## config.mk

```make
export PLATFORM = sky130hd
export DESIGN_NAME = kjmp_obuf
export DESIGN_NICKNAME = d
export VERILOG_FILES = /design/src/keyframe_joint_motion_player_macros.svh /design/src/kjmp_pkg.sv /design/src/kjmp_obuf.sv
export SDC_FILE = /design/constraint.sdc
export NUM_CORES = 1
export LEC_CHECK = 0
export BUFFER_PORTS_ARGS = -buffer_cell sky130_fd_sc_hd__buf_2
export CORE_ASPECT_RATIO = 1.2
export CORE_MARGIN = 2
export CORE_UTILIZATION = 37
export CTS_BUF_LIST = sky130_fd_sc_hd__clkbuf_4
export DETAILED_ROUTE_END_ITERATION = 7
export PLACE_DENSITY = 0.73
export SLEW_MARGIN = 20
export SYNTH_ARGS = -nofsm -noshare
export SYNTH_HDL_FRONTEND = slang
export SYNTH_SLANG_ARGS = --single-unit
```

## constraint.sdc

```tcl
create_clock -name clk -period 1.6 [get_ports clk]
set_clock_uncertainty 0.15 [all_clocks]
set_input_delay 0.08 -clock clk [delete_from_list [all_inputs] [get_ports clk]]
set_output_delay 0.08 -clock clk [all_outputs]
set_load 0.01 [all_outputs]
```

## src/keyframe_joint_motion_player_macros.svh

```systemverilog
// ------------------------------------------------------------------------
// Keyframe joint motion player assertion macros
// Shorthand for clocked, reset-qualified checks used in the player RTL.
// ------------------------------------------------------------------------
`ifndef KEYFRAME_JOINT_MOTION_PLAYER_MACROS_SVH
`define KEYFRAME_JOINT_MOTION_PLAYER_MACROS_SVH

// same-cycle implication
`define KJMP_ASSERT(label, clk, rst_n, ante, cons, msg) \
	label: assert property (@(posedge clk) disable iff (!rst_n) (ante) |-> (cons)) \
		else $error(msg);

// next-cycle implication
`define KJMP_ASSERT_NEXT(label, clk, rst_n, ante, cons, msg) \
	label: assert property (@(posedge clk) disable iff (!rst_n) (ante) |=> (cons)) \
		else $error(msg);

`endif

```

## src/kjmp_pkg.sv

```systemverilog
// ------------------------------------------------------------------------
// Keyframe joint motion player package
// Request kinds, register indexes, result and divider interface types.
// ------------------------------------------------------------------------
package kjmp_pkg;

	typedef enum logic [1:0] {
		KIND_FRAME   = 2'd0,
		KIND_TARGET  = 2'd1,
		KIND_SAMPLE  = 2'd2,
		KIND_RESTART = 2'd3
	} kind_t;

	localparam logic REG_FRAME_COUNT = 1'b0;
	localparam logic REG_DEADBAND    = 1'b1;

	localparam int JOINT_W    = 5;
	localparam int SPEED_W    = 16;
	localparam int REPEAT_W   = 8;
	localparam int DIVIDEND_W = 16;
	localparam int DIVISOR_W  = 12;
	localparam int OUT_DATA_W = 32;

	typedef struct packed {
		logic [JOINT_W-1:0]         joint;
		logic signed [SPEED_W-1:0]  speed;
		logic                       holding;
		logic                       finished;
		logic [REPEAT_W-1:0]        repeat_total;
	} res_t;

	typedef struct packed {
		logic                  start;
		logic [DIVIDEND_W-1:0] dividend;
		logic [DIVISOR_W-1:0]  divisor;
	} div_req_t;

	typedef struct packed {
		logic                  busy;
		logic                  done;
		logic [DIVIDEND_W-1:0] quotient;
	} div_sts_t;

endpackage

```

## src/kjmp_obuf.sv

```systemverilog
// ------------------------------------------------------------------------
// Result output register
// One-entry buffer that holds a result until the stream sink takes it.
// ------------------------------------------------------------------------
module kjmp_obuf (
	input  logic                                clk,
	input  logic                                arst_n,
	input  logic                                push,
	input  kjmp_pkg::res_t                      res,
	output logic                                ready,
	output logic                                m_tvalid,
	input  logic                                m_tready,
	// joint_out, speed_command, holding, sequence_finished, repeat_total, pad
	output logic [kjmp_pkg::OUT_DATA_W-1:0]     m_tdata
);

	logic           valid_q;
	kjmp_pkg::res_t data_q;

	assign ready = !valid_q || m_tready;

	always_ff @(posedge clk or negedge arst_n) begin
		if (!arst_n) begin
			valid_q <= 1'b0;
		end else if (push) begin
			valid_q <= 1'b1;
		end else if (m_tready) begin
			valid_q <= 1'b0;
		end
	end

	always_ff @(posedge clk) begin
		if (push) begin
			data_q <= res;
		end
	end

	assign m_tvalid = valid_q;
	assign m_tdata  = {1'b0, data_q.repeat_total, data_q.finished, data_q.holding,
		data_q.speed, data_q.joint};

endmodule

```

Yosys cells after proc, flatten, opt, wreduce, memory -nomap -nowiden. Index checks and enable logic that the tools add are counted.

Multiplexer cells: 2. Reductions and logical operators: 3.

Operators by type and width (count): $mux W1 (2); $reduce_bool A2 Y1 (1); $logic_not A1 Y1 (1); $logic_or A1 B1 Y1 (1).

Register bits after elaboration: 32. Input port bits: 35. Output and inout port bits: 34. Word-level logic and storage cells: 11.

Logic depth before layout (Yosys ltp).
Depth after elaboration: 2. Depth in mapped cells: 2. Gate-level depth less buffers: 2.

Worst setup path after synthesis. OpenSTA, ideal clock, no wires.

Path kind: register -> register. From: reg, netlist name m_tvalid. To: reg valid_q, in the netlist m_tvalid. Setup time: 0.121 ns. Arrival time: 0.568 ns. Data required time: 1.329 ns. Setup slack: 0.761 ns. Stages on the path, launching flop included: 3. Path buffers: 0. Clock period less this slack: 0.839 ns. Path through: dfrtp_1 nand2b_4 nand2b_2.

RTL lines: end signal: assignment (RTL line kjmp_obuf.sv:24) `valid_q <= 1'b0;`; end signal: assignment (RTL line kjmp_obuf.sv:26) `valid_q <= 1'b1;`; end signal: assignment (RTL line kjmp_obuf.sv:28) `valid_q <= 1'b0;`; end: declaration (RTL line kjmp_obuf.sv:17) `logic valid_q;`.

Worst setup path after layout.
From: in m_tready. To: out ready.

Word-level cells in the longest chain between the ends: 1.

RTL lines: start: declaration (RTL line kjmp_obuf.sv:12) `input logic m_tready,`; $logic_or A1 B1 Y1 (RTL line kjmp_obuf.sv:20) `assign ready = !valid_q || m_tready;`; end: declaration (RTL line kjmp_obuf.sv:10) `output logic ready,`.

Every way passes these cells.

==> results.sh <==
export IMPL_drv_cap=0
export IMPL_worst_setup_path_end_kind="output port"
export IMPL_grt_antenna_before_repair=0
export IMPL_tns_ns=0
export IMPL_first_pass_iters=4
export IMPL_path_max_fanout=2
export IMPL_start_util_pct=39.2
export IMPL_groute_layer_met2_usage_pct=28.0
export IMPL_first_iter_violations=12
export IMPL_final_hold_viol_count=0
export IMPL_num_io_pins=69
export IMPL_coreArea_sq_um=2530
export IMPL_status="complete, no violations"
export IMPL_required_ns=1.37
export IMPL_max_freq_ghz=0.821
export IMPL_htree_levels=2
export IMPL_crit_path_start="m_tready"
export IMPL_ys_warnings_count=0
export IMPL_io_buffer_count=67
export IMPL_clk_pin_slew_ns=0.09
export IMPL_r2r_start="m_tvalid"
export IMPL_multi_input_area_sq_um=26.3
export IMPL_grt_first_pass_wirelength_um=3280
export IMPL_route_detailed_drc=0
export IMPL_nets=179
export IMPL_cts_tree="done"
export IMPL_clockBufferDepth=2
export IMPL_ys_seq_elements=32
export IMPL_worst_path_largest_cell_delay_ns=0.53
export IMPL_ys_async_sr_fraction_pct=3.13
export IMPL_dp_hpwl_um=1390
export IMPL_cts_made_buffers=5
export IMPL_placementRows=20
export IMPL_routabilityCongestion=0.581
export IMPL_clock_root_buffer="clkbuf_4"
export IMPL_cp_endpoint="ready"
export IMPL_synth_top_area_share_pct=94.1
export IMPL_fin_cells=177
export IMPL_arrival_ns=0.99
export IMPL_synth_top_area_cell="edfxtp_1"
export IMPL_fin_crit_ns=1.22
export IMPL_maxSlewViolCount=0
export IMPL_report_power_total_uw=1610
export IMPL_wl_per_cell_um=13.8
export IMPL_synth_net_count=71
export IMPL_final_seq_area_sq_um=956
export IMPL_crit_slowest_cell="dlygate4sd3_1"
export IMPL_fin_crit_sh_pct=76.1
export IMPL_yosysSeqAreaShare_pct=96.6
export IMPL_clock_latency_ns=0.30
export IMPL_num_vias=758
export IMPL_synth_avg_cell_area_sq_um=27.5
export IMPL_rsz0062_at_grt="no"
export IMPL_dp_cells=136
export IMPL_clkSinkCount=32
export IMPL_n_fill_cell=158
export IMPL_cts_setup_buffers=0
export IMPL_use_met1_pct=14.4
export IMPL_grt_util_met3_pct=8.37
export IMPL_yosysMostFrequentCell="edfxtp_1"
export IMPL_wl_um=2440
export IMPL_synth_cell_area_sq_um=990
export IMPL_hold_slack_ns=0.161
export IMPL_die_y_um=60.7
export IMPL_cp_cell_sequence="dlygate4sd3_1 -> buf_2 -> nand2b_4 -> buf_2"
export IMPL_busiest_layer="met2"
export IMPL_n_antenna_cell=0
export IMPL_synth_edf_count=31
export IMPL_grt_pass1_vias=744
export IMPL_grt_usage_pct=16.1
export IMPL_cp_depth=4
export IMPL_cp_common_cell="buf_2"
export IMPL_final_util_pct=69.3
export IMPL_synth_cells=36
export IMPL_drt_vias_per_instance=4.28
export IMPL_rr_worst_depth=2
export IMPL_synthTopCellsByArea="edfxtp_1, dfrtp_1, nand2b_4"
export IMPL_fp_dieArea_sq_um=3110
export IMPL_gr_total_overflow=0
export IMPL_setup_viol=0
export IMPL_peakVddDrop_mv=0.613
export IMPL_path_buf_inv=3
export IMPL_crit_type="input pin to output port"
export IMPL_reg2reg_to="m_tvalid"
export IMPL_ys_flop_type="edfxtp_1"
export IMPL_area_growth_pct=77.0
export IMPL_hp_class="input pin to register"
export IMPL_r2r_slack_ns=0.81
export IMPL_crit_family="buffers and inverters"
export IMPL_die_x_um=51.2
export IMPL_leakage_uw=0.000764
export IMPL_p_per_area_nw_per_um2=919
export IMPL_grt_max_degree=33
export IMPL_yosysUniqueCellTypes=6
export IMPL_cp_start_kind="input pin"
export IMPL_drive_gt1_share_pct=52.1
export IMPL_drtAntennaViolNets=0
==> repair_timing <==
action / CTS / global route
hold buffers: 34 / 0
resized for setup: 0 / 0
hold endpoints to repair: 33 / 0
==> cells by family after synthesis <==
family / Yosys count / share of synthesized area [%]
flip-flops: 32 / 96.6
buffers and inverters: 1 / 0.759
other: 1 / 0.379
AND/OR/NAND/NOR: 2 / 2.28
==> cell type report <==
class	count	share of cell area, %
Clock buffer	5	2.14
Clock inverter	2	0.429
Multi-Input combinational cell	3	1.50
Sequential cell	32	54.6
Tap cell	33	2.36
Timing Repair Buffer	102	39.0
==> flip-flops by register name (all words and copies together), names as in the netlist <==
register  count
m_tdata      31
m_tvalid      1
==> worst min path at each step <==
stage	cells past startpoint	slack (ns)	start	end
2_1_floorplan	0	-0.37	arst_n	m_tvalid
3_3_place_gp	1	-0.30	arst_n	m_tvalid
3_5_place_dp	1	-0.29	arst_n	m_tvalid
4_1_cts	2	0.15	push	m_tdata[27]
5_1_grt	2	0.16	push	m_tdata[27]
6_report	2	0.16	push	m_tdata[27]
==> layer usage <==
layer	part of all wire (%)	routed length, um	vias up
li1	-	-	354
met1	32	790	335
met2	50	1230	61
met3	14	336	8
met4	3.4	82	0
met5	0	0	-
==> metrics by stage <==
step	setup WS [ns]	area, sq um
floorplan	0.761	990
global placement	0.609	1370
detailed placement	0.598	1370
CTS	0.380	1750
global route	0.360	1750
finish	0.383	1750
==> cells in the final DEF, fill, tap and decap left out, drive strengths merged <==
cell type,synthesis,layout
buf,1,68
dlygate4sd3,0,34
edfxtp,31,31
clkbuf,0,5
clkinv,0,2
nand2b,2,2
conb,1,1
dfrtp,1,1
==> power by group <==
group / switching, uW / internal (uW)
logic: 99.9 / 130
registers: 17.1 / 991
clock network: 219 / 153
No activity file was read; power rests on OpenSTA's default activity.
