<file path="src/keyframe_joint_motion_player_macros.svh">
// ------------------------------------------------------------------------
// Keyframe joint motion player assertion macros
// Shorthand for clocked, reset-qualified checks used in the player RTL.
// ------------------------------------------------------------------------
`ifndef KEYFRAME_JOINT_MOTION_PLAYER_MACROS_SVH
`define KEYFRAME_JOINT_MOTION_PLAYER_MACROS_SVH

// same-cycle implication
`define KJMP_ASSERT(label, clk, rst_n, ante, cons, msg) \
	label: assert property (@(posedge clk) disable iff (!rst_n) (ante) |-> (cons)) \
		else $error(msg);

// next-cycle implication
`define KJMP_ASSERT_NEXT(label, clk, rst_n, ante, cons, msg) \
	label: assert property (@(posedge clk) disable iff (!rst_n) (ante) |=> (cons)) \
		else $error(msg);

`endif

</file>
<file path="src/kjmp_pkg.sv">
// ------------------------------------------------------------------------
// Keyframe joint motion player package
// Request kinds, register indexes, result and divider interface types.
// ------------------------------------------------------------------------
package kjmp_pkg;

	typedef enum logic [1:0] {
		KIND_FRAME   = 2'd0,
		KIND_TARGET  = 2'd1,
		KIND_SAMPLE  = 2'd2,
		KIND_RESTART = 2'd3
	} kind_t;

	localparam logic REG_FRAME_COUNT = 1'b0;
	localparam logic REG_DEADBAND    = 1'b1;

	localparam int JOINT_W    = 5;
	localparam int SPEED_W    = 16;
	localparam int REPEAT_W   = 8;
	localparam int DIVIDEND_W = 16;
	localparam int DIVISOR_W  = 12;
	localparam int OUT_DATA_W = 32;

	typedef struct packed {
		logic [JOINT_W-1:0]         joint;
		logic signed [SPEED_W-1:0]  speed;
		logic                       holding;
		logic                       finished;
		logic [REPEAT_W-1:0]        repeat_total;
	} res_t;

	typedef struct packed {
		logic                  start;
		logic [DIVIDEND_W-1:0] dividend;
		logic [DIVISOR_W-1:0]  divisor;
	} div_req_t;

	typedef struct packed {
		logic                  busy;
		logic                  done;
		logic [DIVIDEND_W-1:0] quotient;
	} div_sts_t;

endpackage

</file>
<file path="src/kjmp_div.sv">
// ------------------------------------------------------------------------
// Bit-serial divider
// Restoring division, one quotient bit per cycle shifted through the
// dividend register.
// ------------------------------------------------------------------------
module kjmp_div (
	input  logic                clk,
	input  logic                arst_n,
	input  kjmp_pkg::div_req_t  req,
	output kjmp_pkg::div_sts_t  sts
);

	localparam int CW = $clog2(kjmp_pkg::DIVIDEND_W);

	logic [kjmp_pkg::DIVIDEND_W-1:0] dq_q;
	logic [kjmp_pkg::DIVISOR_W-1:0]  rem_q;
	logic [kjmp_pkg::DIVISOR_W-1:0]  divisor_q;
	logic [CW-1:0]                   cnt_q;
	logic                            busy_q;
	logic                            done_q;

	logic [kjmp_pkg::DIVISOR_W:0]   trial;
	logic [kjmp_pkg::DIVISOR_W:0]   diff;
	logic                           ge;
	logic [kjmp_pkg::DIVISOR_W-1:0] rem_next;

	always_comb begin
		trial    = {rem_q, dq_q[kjmp_pkg::DIVIDEND_W-1]};
		diff     = trial - {1'b0, divisor_q};
		ge       = (trial >= {1'b0, divisor_q});
		rem_next = ge ? diff[kjmp_pkg::DIVISOR_W-1:0] : trial[kjmp_pkg::DIVISOR_W-1:0];
	end

	always_ff @(posedge clk or negedge arst_n) begin
		if (!arst_n) begin
			busy_q <= 1'b0;
			done_q <= 1'b0;
			cnt_q  <= '0;
		end else begin
			done_q <= 1'b0;
			if (req.start) begin
				busy_q <= 1'b1;
				cnt_q  <= '0;
			end else if (busy_q) begin
				cnt_q <= cnt_q + 1'b1;
				if (cnt_q == CW'(kjmp_pkg::DIVIDEND_W - 1)) begin
					busy_q <= 1'b0;
					done_q <= 1'b1;
				end
			end
		end
	end

	always_ff @(posedge clk) begin
		if (req.start) begin
			dq_q      <= req.dividend;
			rem_q     <= '0;
			divisor_q <= req.divisor;
		end else if (busy_q) begin
			dq_q  <= {dq_q[kjmp_pkg::DIVIDEND_W-2:0], ge};
			rem_q <= rem_next;
		end
	end

	assign sts.busy     = busy_q;
	assign sts.done     = done_q;
	assign sts.quotient = dq_q;

endmodule

</file>
<file path="config.mk">
export PLATFORM = sky130hd
export DESIGN_NAME = kjmp_div
export DESIGN_NICKNAME = d
export VERILOG_FILES = /design/src/keyframe_joint_motion_player_macros.svh /design/src/kjmp_pkg.sv /design/src/kjmp_div.sv
export SDC_FILE = /design/constraint.sdc
export NUM_CORES = 1
export LEC_CHECK = 0
export BUFFER_PORTS_ARGS = -buffer_cell sky130_fd_sc_hd__buf_2
export CAP_MARGIN = 20
export CORE_MARGIN = 2
export CORE_UTILIZATION = 30
export CTS_CLUSTER_SIZE = 24
export DETAILED_ROUTE_END_ITERATION = 10
export PLACE_DENSITY_LB_ADDON = 0.1
export SKIP_LAST_GASP = 1
export SLEW_MARGIN = 20
export SYNTH_ARGS = -nofsm -noshare
export SYNTH_HDL_FRONTEND = slang
export SYNTH_SLANG_ARGS = --single-unit
</file>
<file path="constraint.sdc">
create_clock -name clk -period 2.95 [get_ports clk]
set_input_delay 0.4425 -clock clk [delete_from_list [all_inputs] [get_ports clk]]
set_output_delay 0.4425 -clock clk [all_outputs]
set_load 0.01 [all_outputs]
</file>
Word-level counts from Yosys, hierarchy flattened

Cells that the tools add are included.

$add $sub $neg: 2
Magnitude comparators: 1
Equality and inequality tests: 1
Mux-type cells: 11
Reduce and logical (&&, ||, !) cells: 1

Operators with widths:

| operator            | number |
|---|---|
| $mux 16             | 2 |
| $ge 13x12->1        | 1 |
| $mux 12             | 1 |
| $sub 12x12->12      | 1 |
| $mux 4              | 2 |
| $mux 1              | 6 |
| $add 4x1->4 const B | 1 |
| $eq 4x4->1 const B  | 1 |
| $reduce_bool 2->1   | 1 |

Register bits: 46
Output and inout port bits: 18
Word-level logic and storage cells: 22

Logic depth before layout (Yosys ltp)

Word-level depth: 4
Depth in mapped cells: 10
Gate-level depth less buffers: 9

Worst setup path before layout

OpenSTA, ideal clock, no wires.

Path kind: register to register
From: register dq_q[15] (netlist bit)
To: register rem_q[10] (netlist bit)
Setup time: 0.074 ns
Arrival: 2.016 ns
Slack: 0.859 ns
Stages on the path, launching flop included: 10
Clock period less this slack: 2.091 ns
Path through: edfxtp_1 inv_1 ha_1 fa_1 nor2b_1 o21bai_1 a21boi_0 o221ai_1 xor2_1 o21ai_0

Word-level cells in the longest chain between the ends: 2

Ends and longest elaborated chain:

| item                                                  | RTL line                       | RTL |
|---|---|---|
| start, declared                                       | kjmp_div.sv:15                 | `logic [kjmp_pkg::DIVIDEND_W-1:0] dq_q;` |
| start signal, assigned                                | kjmp_div.sv:56                 | `dq_q <= req.dividend;` |
| start signal, assigned                                | kjmp_div.sv:60                 | `dq_q <= {dq_q[kjmp_pkg::DIVIDEND_W-2:0], ge};` |
| $sub 12x12->12 / $ge 13x12->1 (equally long branches) | kjmp_div.sv:29, kjmp_div.sv:30 |  |
| $mux 12 (*)                                           | kjmp_div.sv:31                 | `rem_next = ge ? diff[kjmp_pkg::DIVISOR_W-1:0] : trial[kjmp_pkg::DIVISOR_W-1:0];` |
| end signal, assigned                                  | kjmp_div.sv:61                 | `rem_q <= rem_next;` |
| end, declared                                         | kjmp_div.sv:16                 | `logic [kjmp_pkg::DIVISOR_W-1:0] rem_q;` |

Mark *: on every way between the ends. The rest lies on a longest branch, timed or not.
A chain may end at the register's enable or synchronous reset.

Final worst setup path

Same ends and word-level chain as after synthesis.

==> results_dict.tcl <==
set metrics [dict create \
    grtUsageTotal_pct 12.0 \
    syn2layout_area_growth_pct 18.7 \
    die_w_um 94.9 \
    cts_made_buffers 5 \
    regArea_sq_um 1230 \
    rows 33 \
    postCtsHoldBufs 1 \
    hpwl_um 3750 \
    antenna_found_initial 0 \
    setup_tns_ns 0 \
    firstDrtPassIters 4 \
    p_int_w 0.00108 \
    worstHoldPathType "in -> reg" \
    critPathLaunchType "flop" \
    overflow 0 \
    wire_per_inst_um 13.3 \
    cts_resized 0 \
    cp-end-kind "flop" \
    crit_required_ns 3.18 \
    fin_crit_ns 2.48 \
    initial_utilization_pct 30.6 \
    clock.fmax_ghz 0.403 \
    grt_max_degree 26 \
    syn_nets 274 \
    htreeDepth 2 \
    synth_edf_count 28 \
    yosysSeqAreaShare_pct 49.7 \
    ys.flop_type "edfxtp_1" \
    boundaryPins 49 \
    clock-root-buffer "clkbuf_8" \
    vias_per_cell 4.73 \
    timing.hold.ws_ns 0.308 \
    multiInputGateArea_sq_um 1130 \
    final-hold-violation-count 0 \
    slew_violations 0 \
    synth_area_per_cell_sq_um 10.8 \
    final_common_cell "buf_2" \
    drtAntennaViolNets 0 \
    grt_pass1_wl_um 8450 \
    status "completed" \
    grt_pass1_vias 1718 \
    final_nets 322 \
    ys_ff_latch 46 \
    fill_cells 847 \
    postCtsSetupRepairBufs 0 \
    rsz0062_at_grt "no" \
    path_max_fanout 4 \
    synth.cell_area_sq_um 2480 \
    die_h_um 94.9 \
    port_buffers 48 \
    syn_inst 229 \
    synth_top_area_cell "edfxtp_1" \
    final_cell_mix "buf_2, edfxtp_1, nand2_1" \
    fin_skew_ns 0.00963 \
    ys_async_sr_fraction_pct 13.0 \
    clkPwrFrac_pct 33.6 \
    vias 1810 \
    worstSetupPathType "reg -> reg" \
    drc_errors 0 \
    cts_num_sinks 46 \
    peakVddDrop_v 0.000184 \
    p_per_area_nw_per_um2 488 \
    coreArea_sq_um 8090 \
    p_sw_share_pct 24.5 \
    cts_max_path_buffers 2 \
    synth_cell_types 44 \
    clk_transition_reported_paths_ns 0.10 \
    ys_warn_count 0 \
    power.switching_w 0.000352 \
    fin_crit_sh_pct 84.2 \
    cts_tree "yes" \
    post-synth-top-area-fraction_pct 34.0 \
    leakage_nw 1.25 \
    comb_power_share_pct 14.2 \
    finish.utilization_pct 36.3 \
    clk_latency_ns 0.30 \
    place.gp.congestion 0.761 \
    crit_arrival_ns 2.71 \
    layout-drive-gt1-share_pct 29.9 \
    setup_viol 0 \
    drt_iter0_drc 89 \
    dieArea_sq_um 9000 \
    seqPwrFrac_pct 52.2 \
    worst_pin_slew_ns 0.529 \
    routed_wl_um 5090 \
    antenna_cells 0 \
    max_slew_margin_pct 64.4 \
    synthTopCellsByArea "edfxtp_1, dfxtp_1, mux2_2" \
    drv_cap 0 \
]
-- cell type report --
cell class / instances / area share [%]
multi-input combinational: 156 / 38.5
clock buffer: 5 / 2.34
clock inverter: 3 / 1.49
tap: 105 / 4.47
sequential: 46 / 41.9
timing repair buffer: 52 / 9.28
inverter: 16 / 2.04
-- final timing paths --
| check | from | end | slack, ns | cells after the start |
|---|---|---|---|---|
| max | dq_q[15] | rem_q[10] | 0.47 | 9 |
| min | req[1] | divisor_q[1] | 0.31 | 1 |
| max reg2reg | dq_q[15] | rem_q[10] | 0.47 | 9 |
| min reg2reg | rem_q[5] | rem_q[5] | 0.51 | 2 |
| max in group asynchronous | arst_n | busy_q | 2.32 | 2 |
| min in group asynchronous | arst_n | cnt_q[3] | 0.49 | 2 |
-- per-stage QoR --
| stage | power, W | cells | instance area, sq um | setup WS (ns) |
|---|---|---|---|---|
| 2_1_floorplan | 0.000895 | 229 | 2480 | 0.859 |
| 3_3_place_gp | 0.000971 | 374 | 2820 | 0.451 |
| 3_5_place_dp | 0.000969 | 374 | 2820 | 0.470 |
| 4_1_cts | 0.00146 | 383 | 2940 | 0.415 |
| 5_1_grt | 0.00152 | 383 | 2940 | 0.206 |
| 6_report | 0.00143 | 383 | 2940 | 0.467 |
-- sequential cells by signal, indices dropped and copies added (netlist names) --
register	count
dq_q	16
divisor_q	12
rem_q	12
cnt_q	4
busy_q	1
done_q	1
-- power by group through the flow --
stage | Sequential, W | Clock, W | Combinational, W
global route | 0.000756 | 0.000529 | 0.000231
finish | 0.000749 | 0.000482 | 0.000204
global placement | 0.000763 | 0 | 0.000208
floorplan | 0.000772 | 0 | 0.000123
detailed placement | 0.000764 | 0 | 0.000206
CTS | 0.000750 | 0.000502 | 0.000207
-- critical path: stages, from the launching register on --
cell and delay [ns]:
edfxtp_1 0.37, inv_1 0.07, ha_1 0.23, fa_1 0.42, nor2b_1 0.18, o21bai_1 0.08, a21boi_0 0.45, o221ai_1 0.25
xor2_1 0.18, o21ai_0 0.18
-- cell families (layout without fill, tap and decap cells) --
kind of cell	after synthesis	in the layout	synth area share, %
simple gates	66	66	12.4
compound gates	48	48	14.0
flops	46	46	49.7
buf+inv	27	76	4.60
mux	19	19	8.69
fa+ha+maj	14	14	7.38
xor+xnor	9	9	3.18
-- synth_stat cells (4+ instances only) --
cell type,instances
clkbuf_1,6
or3_1,4
nor2_1,20
a311oi_1,7
ha_1,13
xor2_1,6
inv_1,16
a21oi_1,7
dfrtp_1,6
o21ai_0,10
nor3b_1,5
nand3_1,6
mux2_2,16
dfxtp_1,12
edfxtp_1,28
nand2_1,23
-- per-layer routing --
metal | part of all wire, % | track usage, % | up-vias
met5 | 0 | 0 | -
met4 | 0.96 | 3.50 | 0
met3 | 4.5 | 2.47 | 5
met2 | 47 | 18.0 | 40
met1 | 47 | 17.4 | 843
li1 | - | - | 922
Power figures use the tool's default switching activity.
